File: src/hw/rtl/dpid_pkg.sv
// Shared types, widths and constants for the dual PID wheel speed controller.
package dpid_pkg;

	localparam int STEP_MS = 100;
	localparam int STEP_W  = $clog2(STEP_MS + 1);

	localparam int SPEED_W     = 16;
	localparam int HEAD_W      = 9;
	localparam int GOAL_W      = 9;
	localparam int RATE_W      = 12;
	localparam int RATE_ERR_W  = RATE_W + 1;
	localparam int ANGLE_ERR_W = 10;
	localparam int INTEG_W     = 17;
	localparam int DRIVE_W     = 32;

	localparam int KP_W    = 15;
	localparam int KI_W    = 15;
	localparam int KD_W    = 20;
	localparam int LIM_W   = 16;
	localparam int MAXS_W  = 15;
	localparam int CFG_W   = 20;
	localparam int CFG_IDX_W = 3;

	localparam int HALF_TURN = 180;
	localparam int FULL_TURN = 360;

	localparam logic [KP_W-1:0]   RATE_KP_RST  = KP_W'(2560);
	localparam logic [KI_W-1:0]   RATE_KI_RST  = KI_W'(256);
	localparam logic [KD_W-1:0]   RATE_KD_RST  = KD_W'(1049);
	localparam logic [KP_W-1:0]   ANGLE_KP_RST = KP_W'(384);
	localparam logic [KI_W-1:0]   ANGLE_KI_RST = KI_W'(640);
	localparam logic [KD_W-1:0]   ANGLE_KD_RST = KD_W'(1573);
	localparam logic [LIM_W-1:0]  INTEG_LIM_RST = LIM_W'(10);
	localparam logic [MAXS_W-1:0] MAX_SPEED_RST = MAXS_W'(3000);

	typedef enum logic [CFG_IDX_W-1:0] {
		REG_RATE_KP  = 3'd0,
		REG_RATE_KI  = 3'd1,
		REG_RATE_KD  = 3'd2,
		REG_ANGLE_KP = 3'd3,
		REG_ANGLE_KI = 3'd4,
		REG_ANGLE_KD = 3'd5,
		REG_INTEG_LIM = 3'd6,
		REG_MAX_SPEED = 3'd7
	} cfg_reg_t;

	// stage load strobes shared by the top level and the loop units
	typedef struct packed {
		logic ld2;
		logic ld3;
		logic ld4;
	} stage_ld_t;

endpackage

File: src/hw/rtl/dpid_loop.sv
// One PID loop: clamped integrator, previous-error derivative, saturated drive.
module dpid_loop #(
	parameter int E_W = dpid_pkg::RATE_ERR_W
) (
	input  logic                              clk,
	input  logic                              arst_n,
	input  dpid_pkg::stage_ld_t               ld,
	input  logic signed [E_W-1:0]             err,
	input  logic [dpid_pkg::KP_W-1:0]         kp,
	input  logic [dpid_pkg::KI_W-1:0]         ki,
	input  logic [dpid_pkg::KD_W-1:0]         kd,
	input  logic [dpid_pkg::LIM_W-1:0]        integ_limit,
	output logic signed [dpid_pkg::DRIVE_W-1:0] drive
);

	localparam int IW    = dpid_pkg::INTEG_W;
	localparam int MS_W  = E_W + dpid_pkg::STEP_W + 1;
	localparam int ACC_W = ((MS_W > IW) ? MS_W : IW) + 1;
	localparam int DF_W  = E_W + 1;
	localparam int P_W   = E_W + dpid_pkg::KP_W + 1;
	localparam int I_W   = IW + dpid_pkg::KI_W + 1;
	localparam int D_W   = DF_W + dpid_pkg::KD_W + 1;
	localparam int S_W   = 36;
	localparam int DW    = dpid_pkg::DRIVE_W;

	localparam logic signed [MS_W-1:0] STEP_S = MS_W'(dpid_pkg::STEP_MS);
	localparam logic signed [D_W:0]    D_HALF = (D_W+1)'(2048);
	localparam logic signed [S_W-1:0]  S_MAX  = S_W'(32'sh7FFF_FFFF);
	localparam logic signed [S_W-1:0]  S_MIN  = S_W'(32'sh8000_0000);

	logic signed [E_W-1:0]  prev_q;
	logic signed [IW-1:0]   integ_q;

	logic signed [MS_W-1:0]  e_ms;
	logic signed [ACC_W-1:0] acc;
	logic signed [ACC_W-1:0] lim_s;
	logic signed [IW-1:0]    integ_nx;

	logic signed [E_W-1:0]  err_s2;
	logic signed [DF_W-1:0] diff_s2;
	logic signed [IW-1:0]   integ_s2;

	logic signed [P_W-1:0] p_s3;
	logic signed [I_W-1:0] i_s3;
	logic signed [D_W-1:0] d_s3;

	logic signed [D_W:0]   d_rnd;
	logic signed [S_W-1:0] sum;

	assign e_ms  = MS_W'(err) * STEP_S;
	assign acc   = ACC_W'(integ_q) + ACC_W'(e_ms);
	assign lim_s = ACC_W'({1'b0, integ_limit});

	always_comb begin
		if (acc > lim_s) begin
			integ_nx = IW'(lim_s);
		end else if (acc < -lim_s) begin
			integ_nx = IW'(-lim_s);
		end else begin
			integ_nx = IW'(acc);
		end
	end

	always_ff @(posedge clk or negedge arst_n) begin
		if (!arst_n) begin
			prev_q  <= '0;
			integ_q <= '0;
		end else if (ld.ld2) begin
			prev_q  <= err;
			integ_q <= integ_nx;
		end
	end

	always_ff @(posedge clk) begin
		if (ld.ld2) begin
			err_s2   <= err;
			diff_s2  <= DF_W'(err) - DF_W'(prev_q);
			integ_s2 <= integ_nx;
		end
		if (ld.ld3) begin
			p_s3 <= $signed({1'b0, kp}) * err_s2;
			i_s3 <= $signed({1'b0, ki}) * integ_s2;
			d_s3 <= $signed({1'b0, kd}) * diff_s2;
		end
	end

	// derivative rounds to nearest, ties upward
	assign d_rnd = (D_W+1)'(d_s3) + D_HALF;
	assign sum   = S_W'(p_s3) + S_W'(i_s3) + S_W'(d_rnd >>> 12);

	always_ff @(posedge clk) begin
		if (ld.ld4) begin
			if (sum > S_MAX) begin
				drive <= DW'(S_MAX);
			end else if (sum < S_MIN) begin
				drive <= DW'(S_MIN);
			end else begin
				drive <= DW'(sum);
			end
		end
	end

endmodule

File: src/hw/rtl/dual_pid_wheel_speed_control.sv
// Top level of the dual PID wheel speed controller: config, pipeline, speed clamp.
//
//   channel | handshake             | payload
//   --------+-----------------------+-----------------------------------------------
//   in      | in_valid / in_ready   | motor_speed, heading, heading_goal, body_rate,
//           |                       | rate_goal
//   out     | out_valid / out_ready | new_motor_speed, speed_limited, rate_drive,
//           |                       | angle_drive
//   cfg     | cfg_we                | cfg_index, cfg_data
//
// One item per cycle while the output is not stalled.
// Five register stages: input, error/integrator, products, drives, output.
// Integrator and previous-error state advance as an item leaves the input stage.
// A stalled output backs up stage by stage; each stage fills when it is empty or the one ahead moves.
// Reset restores register defaults and clears loop state and all valid flags.
module dual_pid_wheel_speed_control (
	input  logic                                   clk,
	input  logic                                   arst_n,
	input  logic                                   in_valid,
	output logic                                   in_ready,
	input  logic signed [dpid_pkg::SPEED_W-1:0]    motor_speed,
	input  logic signed [dpid_pkg::HEAD_W-1:0]     heading,
	input  logic [dpid_pkg::GOAL_W-1:0]            heading_goal,
	input  logic signed [dpid_pkg::RATE_W-1:0]     body_rate,
	input  logic signed [dpid_pkg::RATE_W-1:0]     rate_goal,
	output logic                                   out_valid,
	input  logic                                   out_ready,
	output logic signed [dpid_pkg::SPEED_W-1:0]    new_motor_speed,
	output logic                                   speed_limited,
	output logic signed [dpid_pkg::DRIVE_W-1:0]    rate_drive,
	output logic signed [dpid_pkg::DRIVE_W-1:0]    angle_drive,
	input  logic                                   cfg_we,
	input  logic [dpid_pkg::CFG_IDX_W-1:0]         cfg_index,
	input  logic [dpid_pkg::CFG_W-1:0]             cfg_data
);

	localparam int SW  = dpid_pkg::SPEED_W;
	localparam int DW  = dpid_pkg::DRIVE_W;
	localparam int X_W = DW + 2;
	localparam int Q_W = X_W - 8;
	localparam int HW  = 12;

	// configuration
	logic [dpid_pkg::KP_W-1:0]   rate_kp_q, angle_kp_q;
	logic [dpid_pkg::KI_W-1:0]   rate_ki_q, angle_ki_q;
	logic [dpid_pkg::KD_W-1:0]   rate_kd_q, angle_kd_q;
	logic [dpid_pkg::LIM_W-1:0]  integ_lim_q;
	logic [dpid_pkg::MAXS_W-1:0] max_speed_q;

	always_ff @(posedge clk or negedge arst_n) begin
		if (!arst_n) begin
			rate_kp_q   <= dpid_pkg::RATE_KP_RST;
			rate_ki_q   <= dpid_pkg::RATE_KI_RST;
			rate_kd_q   <= dpid_pkg::RATE_KD_RST;
			angle_kp_q  <= dpid_pkg::ANGLE_KP_RST;
			angle_ki_q  <= dpid_pkg::ANGLE_KI_RST;
			angle_kd_q  <= dpid_pkg::ANGLE_KD_RST;
			integ_lim_q <= dpid_pkg::INTEG_LIM_RST;
			max_speed_q <= dpid_pkg::MAX_SPEED_RST;
		end else if (cfg_we) begin
			unique case (cfg_index)
				dpid_pkg::REG_RATE_KP:   rate_kp_q   <= cfg_data[dpid_pkg::KP_W-1:0];
				dpid_pkg::REG_RATE_KI:   rate_ki_q   <= cfg_data[dpid_pkg::KI_W-1:0];
				dpid_pkg::REG_RATE_KD:   rate_kd_q   <= cfg_data[dpid_pkg::KD_W-1:0];
				dpid_pkg::REG_ANGLE_KP:  angle_kp_q  <= cfg_data[dpid_pkg::KP_W-1:0];
				dpid_pkg::REG_ANGLE_KI:  angle_ki_q  <= cfg_data[dpid_pkg::KI_W-1:0];
				dpid_pkg::REG_ANGLE_KD:  angle_kd_q  <= cfg_data[dpid_pkg::KD_W-1:0];
				dpid_pkg::REG_INTEG_LIM: integ_lim_q <= cfg_data[dpid_pkg::LIM_W-1:0];
				dpid_pkg::REG_MAX_SPEED: max_speed_q <= cfg_data[dpid_pkg::MAXS_W-1:0];
			endcase
		end
	end

	// pipeline flow control
	logic v1_q, v2_q, v3_q, v4_q;
	logic rdy2, rdy3, rdy4, rdy_out;
	dpid_pkg::stage_ld_t ld;
	logic ld1, ld_out;

	assign rdy_out  = !out_valid || out_ready;
	assign rdy4     = !v4_q || rdy_out;
	assign rdy3     = !v3_q || rdy4;
	assign rdy2     = !v2_q || rdy3;
	assign in_ready = !v1_q || rdy2;
	assign ld1      = in_valid && in_ready;
	assign ld.ld2   = v1_q && rdy2;
	assign ld.ld3   = v2_q && rdy3;
	assign ld.ld4   = v3_q && rdy4;
	assign ld_out   = v4_q && rdy_out;

	always_ff @(posedge clk or negedge arst_n) begin
		if (!arst_n) begin
			v1_q      <= 1'b0;
			v2_q      <= 1'b0;
			v3_q      <= 1'b0;
			v4_q      <= 1'b0;
			out_valid <= 1'b0;
		end else begin
			if (in_ready) begin
				v1_q <= in_valid;
			end
			if (rdy2) begin
				v2_q <= v1_q;
			end
			if (rdy3) begin
				v3_q <= v2_q;
			end
			if (rdy4) begin
				v4_q <= v3_q;
			end
			if (rdy_out) begin
				out_valid <= v4_q;
			end
		end
	end

	// input stage
	logic signed [SW-1:0]                  speed_s1, speed_s2, speed_s3, speed_s4;
	logic signed [dpid_pkg::HEAD_W-1:0]    head_s1;
	logic [dpid_pkg::GOAL_W-1:0]           goal_s1;
	logic signed [dpid_pkg::RATE_W-1:0]    rate_s1, rgoal_s1;

	always_ff @(posedge clk) begin
		if (ld1) begin
			speed_s1 <= motor_speed;
			head_s1  <= heading;
			goal_s1  <= heading_goal;
			rate_s1  <= body_rate;
			rgoal_s1 <= rate_goal;
		end
		if (ld.ld2) begin
			speed_s2 <= speed_s1;
		end
		if (ld.ld3) begin
			speed_s3 <= speed_s2;
		end
		if (ld.ld4) begin
			speed_s4 <= speed_s3;
		end
	end

	// errors; heading moved by a full turn to lie within half a turn of the goal
	logic signed [dpid_pkg::RATE_ERR_W-1:0]  rate_err;
	logic signed [dpid_pkg::ANGLE_ERR_W-1:0] angle_err;
	logic signed [HW-1:0] head_x, goal_x, head_w;

	assign rate_err = dpid_pkg::RATE_ERR_W'(rate_s1) - dpid_pkg::RATE_ERR_W'(rgoal_s1);
	assign head_x   = HW'(head_s1);
	assign goal_x   = {{(HW - dpid_pkg::GOAL_W){1'b0}}, goal_s1};

	always_comb begin
		priority if (head_x <= goal_x - HW'(dpid_pkg::HALF_TURN)) begin
			head_w = head_x + HW'(dpid_pkg::FULL_TURN);
		end else if (head_x > goal_x + HW'(dpid_pkg::HALF_TURN)) begin
			head_w = head_x - HW'(dpid_pkg::FULL_TURN);
		end else begin
			head_w = head_x;
		end
	end

	assign angle_err = dpid_pkg::ANGLE_ERR_W'(head_w - goal_x);

	logic signed [DW-1:0] rate_drive_s4, angle_drive_s4;

	dpid_loop #(
		.E_W(dpid_pkg::RATE_ERR_W)
	) u_rate_loop (
		.clk         (clk),
		.arst_n      (arst_n),
		.ld          (ld),
		.err         (rate_err),
		.kp          (rate_kp_q),
		.ki          (rate_ki_q),
		.kd          (rate_kd_q),
		.integ_limit (integ_lim_q),
		.drive       (rate_drive_s4)
	);

	dpid_loop #(
		.E_W(dpid_pkg::ANGLE_ERR_W)
	) u_angle_loop (
		.clk         (clk),
		.arst_n      (arst_n),
		.ld          (ld),
		.err         (angle_err),
		.kp          (angle_kp_q),
		.ki          (angle_ki_q),
		.kd          (angle_kd_q),
		.integ_limit (integ_lim_q),
		.drive       (angle_drive_s4)
	);

	// speed command: truncate toward zero to whole rpm, then clamp
	logic signed [X_W-1:0] cmd_x;
	logic signed [Q_W-1:0] cmd_q, max_s;
	logic                  round_up;

	assign cmd_x    = (X_W'(speed_s4) <<< 8) + X_W'(rate_drive_s4);
	assign round_up = cmd_x[X_W-1] && (|cmd_x[7:0]);
	assign cmd_q    = cmd_x[X_W-1:8] + {{(Q_W-1){1'b0}}, round_up};
	assign max_s    = {{(Q_W - dpid_pkg::MAXS_W){1'b0}}, max_speed_q};

	always_ff @(posedge clk) begin
		if (ld_out) begin
			rate_drive  <= rate_drive_s4;
			angle_drive <= angle_drive_s4;
			if (cmd_q > max_s) begin
				new_motor_speed <= SW'(max_s);
				speed_limited   <= 1'b1;
			end else if (cmd_q < -max_s) begin
				new_motor_speed <= SW'(-max_s);
				speed_limited   <= 1'b1;
			end else begin
				new_motor_speed <= SW'(cmd_q);
				speed_limited   <= 1'b0;
			end
		end
	end

endmodule
File: config.mk
export PLATFORM = sky130hd
export DESIGN_NAME = dual_pid_wheel_speed_control
export DESIGN_NICKNAME = d
export VERILOG_FILES = /design/src/hw/rtl/dpid_pkg.sv /design/src/hw/rtl/dpid_loop.sv /design/src/hw/rtl/dual_pid_wheel_speed_control.sv
export SDC_FILE = /design/constraint.sdc
export NUM_CORES = 2
export LEC_CHECK = 0
export ABC_AREA = 1
export BUFFER_PORTS_ARGS = -buffer_cell sky130_fd_sc_hd__buf_2
export CAP_MARGIN = 30
export CORE_ASPECT_RATIO = 1.1
export CORE_MARGIN = 2
export CORE_UTILIZATION = 60
export CTS_BUF_LIST = sky130_fd_sc_hd__clkbuf_16
export DETAILED_ROUTE_END_ITERATION = 10
export PLACE_DENSITY = 0.85
export SLEW_MARGIN = 20
export SYNTH_ARGS = -nofsm -noshare
export SYNTH_HDL_FRONTEND = slang
export SYNTH_SLANG_ARGS = --single-unit
File: constraint.sdc
create_clock -name clk -period 12.65 [get_ports clk]
set_input_delay 1.265 -clock clk [delete_from_list [all_inputs] [get_ports clk]]
set_output_delay 1.265 -clock clk [all_outputs]
set_load 0.05 [all_outputs]
==> results by stage <==
Synthesis:
- The net count after synthesis is 12920.
- The synthesized netlist devotes 40.05% of its cell area to adder and majority cells.
- The count of unique library cells instantiated by Yosys is 57.
- The multiplexer share of the synthesized area is 0%.
- The area fraction in compound gates after synthesis is 6.426%.
- The fraction of synthesized cell area taken by the top area cell type is 27.17%.
- The post-synthesis share of cell area spent on and, or, nand and nor gates is between 15 and 20%.
- The post-synthesis instance area is approximately 90000 um^2.
- The post-synthesis sequential element count is 692.
- After Yosys synthesis, XOR and XNOR cells account for 3.955% of the synthesized area.
- The biggest area consumer among synthesized cells is sky130_fd_sc_hd__fa_1.
- By area the synthesized netlist is led by sky130_fd_sc_hd__fa_1 27%, sky130_fd_sc_hd__edfxtp_1 17%, sky130_fd_sc_hd__ha_1 13%.
- The combinational family with the most area after synthesis is adder cells.
- The most used flip-flop cell after synthesis is sky130_fd_sc_hd__edfxtp_1.
- The number of enable flip-flop cells after synthesis is about 500.
- The post-synthesis async set-or-reset flop share is 27.89%.
- The post-synthesis cell count is 10680.
- The synthesized area divided by synthesized cell count is 8.461 um^2.
- The Yosys step of the flow raised 0 warnings.
- After synthesis, flip-flops and latches occupy 21.97% of the total area.

Setup path:
- The worst path arrival time is approximately 11 ns.
- In this design, the largest share of critical-path delay is due to adder cells.
- The path length in cells of the critical path is 53.
- Together, buffers and inverters on the worst path number 8.
- The largest single stage delay on the critical path is 0.48 ns.
- Counting stages on the worst path, the most repeated cell is sky130_fd_sc_hd__ha_1.
- STA classifies the critical path startpoint as a flop.
- The type of element capturing the critical path is a flop.
- The path depth of the worst reg2reg path is 53.
- The maximum fanout along the worst path is 20.
- The required time of the worst setup path is 13.07 ns.
- The path type of the worst setup path is reg -> reg.
- On the critical path, the stage with the largest delay is an instance of sky130_fd_sc_hd__xor2_1.

Route:
- The first routing iteration left ~6600 violations.
- For this run, design rule violations remaining after detail routing come to 0.
- Using the TritonRoute via totals, the vias-per-cell ratio works out to 5.562.
- For this block, the via count after detailed routing is 70610.
- The average wire per cell in the routed design is 18.87 um.
- The count of nets left with antenna violations once routing finished came out at 0.
- The length of the first detailed-routing pass in iterations is 9.
- For this block, the routed nets add up to ~240000 um of wire.

Finish:
- In the layout the commonest cells are 2673 x sky130_fd_sc_hd__inv_1, 2566 x sky130_fd_sc_hd__nand2_1, 1226 x sky130_fd_sc_hd__fa_1, 930 x sky130_fd_sc_hd__ha_1, 499 x sky130_fd_sc_hd__edfxtp_1.
- The total of fill cells in the finished design is 11970.
- For this run, the post-layout net count is approximately 13000.
- Summing all flip-flop and latch instances after layout gives 19850 um^2.
- Summing all multi-input logic gate instances after layout gives 59340 um^2.
- The most common library cell in the layout ignoring fill and taps is sky130_fd_sc_hd__inv_1.
- In the final layout, the share of cells above drive strength 1 is 4.572%.
- The area added between synthesis and finish is 5.941%.

Die:
- The starting utilization of the core area is 60.35%.
- The placement row count is 149.
- The floorplan step defined a die boundary enclosing between 150000 and 200000 um^2.
- The area inside the core boundary is 149700 um^2.
- 169 I/O pins were placed.
- The floorplan step set the die width to 374.0 um.
- In this run the vertical extent of the chip is 411.0 um.

Clocking:
- The cell chosen for the clock root is sky130_fd_sc_hd__clkbuf_16.
- The maximum clock path buffer count is 3.
- The number of H-tree levels is 3.
- The clock-pin slew on the worst setup and hold paths is 0.06 ns.
- At the later pin of the worst-skew pair, clock insertion delay measures 0.72 ns.
- The number of clock buffers added by TritonCTS is 78.
- The number of clock sinks is 692.
- TritonCTS built the clock tree.
- Post-CTS repair changed the size of 0 cells.
- After clock tree synthesis, the flow added hold-fix buffers numbering 0.
- The buffer count from post-CTS setup fixing is 0.

Global routing:
- The first-pass GRT wire length is slightly below 400000 um.
- Entering global routing, the biggest net connects 88 pins.
- The remaining global-route overflow is 0.
- For this run, the total global-route usage over all layers was measured as 31.75%.
- The number of global-route vias before repair is 73450.
- The number of antenna violations at the first check in global routing is 18.

Placed design:
- The half-perimeter wire length of the detailed placement result is slightly below 200000 um.
- The count of buffers inserted at the top-level ports is roughly 170.
- The congestion estimate from routability-driven global placement came to 0.9596.

Worst hold path:
- The path class of the tightest hold or removal check is reg -> reg.
- The worst hold path depth is 0.

STA:
- Derived from the worst setup path, the maximum achievable clock frequency is about 91 MHz.
- The worst path uses 86.96% of the clock period.
- The worst slew margin relative to its limit is 25.35%.
- The hold violation count in the final report was 0.
- The measured slew at the worst slew-check pin is about 1.1 ns.
- The final number of max-transition violations is 0.
- Setup violations remaining at the end of the flow were counted as 0.
- The sum of negative setup slack is 0 ns.
- The worst path needs roughly 11 ns of the cycle, external delays included.
- The worst-case clock skew is just over 0.05 ns.
- Setup repair after global routing left no endpoint under its margin.

Run status:
- The flow ran to the end, and the final reports show no timing, DRC or antenna violations.

Flow run:
- The count of max-cap constraint violations is 0.
==> routing by layer <==
layer	up-vias	GRT usage (%)	wire length [um]
li1	32370	-	-
met1	34130	40.76	93340
met2	3329	52.31	112500
met3	763	6.206	22120
met4	16	14.35	11440
met5	-	0	100
==> area by class of cell <==
type,instances,share of cell area [%]
well taps,1963,2.566
flip-flops and latches,692,20.73
clock inverters,66,0.7817
repair buffers,204,1.346
diodes,14,0.03660
clock buffers,78,2.039
inverters,2674,10.49
multi-input cells,7003,62.00
==> state kept, by name, indices dropped and copies added, names as in the netlist, 17 cells and up <==
| signal | count |
|---|---|
| u_angle_loop.d_s3 | 21 |
| rate_kd_q | 20 |
| u_rate_loop.i_s3 | 33 |
| u_rate_loop.integ_q | 17 |
| u_rate_loop.drive | 32 |
| u_angle_loop.i_s3 | 33 |
| u_angle_loop.integ_q | 17 |
| rate_drive | 32 |
| u_rate_loop.p_s3 | 29 |
| u_angle_loop.integ_s2 | 17 |
| u_rate_loop.d_s3 | 24 |
| angle_kd_q | 20 |
| u_rate_loop.integ_s2 | 17 |
| u_angle_loop.p_s3 | 26 |
| angle_drive | 32 |
| u_angle_loop.drive | 32 |
==> through the flow <==
step                      hold slack (ns)  setup WS, ns  instances  instance area (um^2)  utilization [%]
after detailed placement           0.4045         1.619      12520                 92730            61.94
after global placement             0.4008         1.665      12520                 92690            61.91
after CTS                          0.4157         1.557      12670                 95430            63.75
final                              0.4178         1.649      12690                 95710            63.94
after floorplan                    0.4003         3.405      10680                 90350                -
after global routing               0.4234        0.4863      12680                 95680            63.92
==> final timing paths <==
path                                                 startpoint                                 end  slack (ns)
max                                        goal_s1[2]$_DFFE_PP_  u_angle_loop.integ_s2[5]$_DFFE_PP_        1.65
min                        u_angle_loop.drive[28]$_SDFFCE_PN1P_           angle_drive[28]$_DFFE_PP_        0.42
max reg2reg                                goal_s1[2]$_DFFE_PP_  u_angle_loop.integ_s2[5]$_DFFE_PP_        1.65
min reg2reg                u_angle_loop.drive[28]$_SDFFCE_PN1P_           angle_drive[28]$_DFFE_PP_        0.42
max in group asynchronous                                arst_n          angle_kd_q[19]$_DFFE_PN0P_       10.65
min in group asynchronous                                arst_n          max_speed_q[2]$_DFFE_PN0P_        0.56
==> cells in the mapped netlist (all sizes together), types with 20 or more instances <==
cell type     n
inv        2673
nand2      2589
fa         1226
ha          930
edfxtp      499
a21oi       418
o21ai       395
nor2        339
clkbuf      289
xor2        284
nand3       208
dfrtp       168
xnor2       124
nor3         77
or2          71
nand4        65
a31oi        43
o211ai       40
a21o         35
dfstp        25
o21a         25
nor4         22
buf          20
==> worst reg2reg max path, delay by kind of cell (launching register included) <==
family                   cells  cell delay [ns]
AO/OA/AOI/OAI               12             2.36
XOR/XNOR                     7             1.70
adder cells (fa/ha/maj)      9             2.75
buffers and inverters        8             1.07
flip-flops                   1             0.38
AND/OR/NAND/NOR             17             2.49
==> kinds of logic (layout without fill, tap and decap cells) <==
kind of cell | count (synthesis) | count (layout)
AOI/OAI and AO/OA | 1045 | 1045
xor gates and xnor gates | 408 | 408
adders and majority gates | 2156 | 2156
buffers and inverters | 2983 | 3022
DFF | 692 | 692
other | 0 | 14
and+or+nand+nor | 3394 | 3394
Power is not shown: default switching activity piles up to over one toggle a cycle in this logic, so the estimate is an artifact.
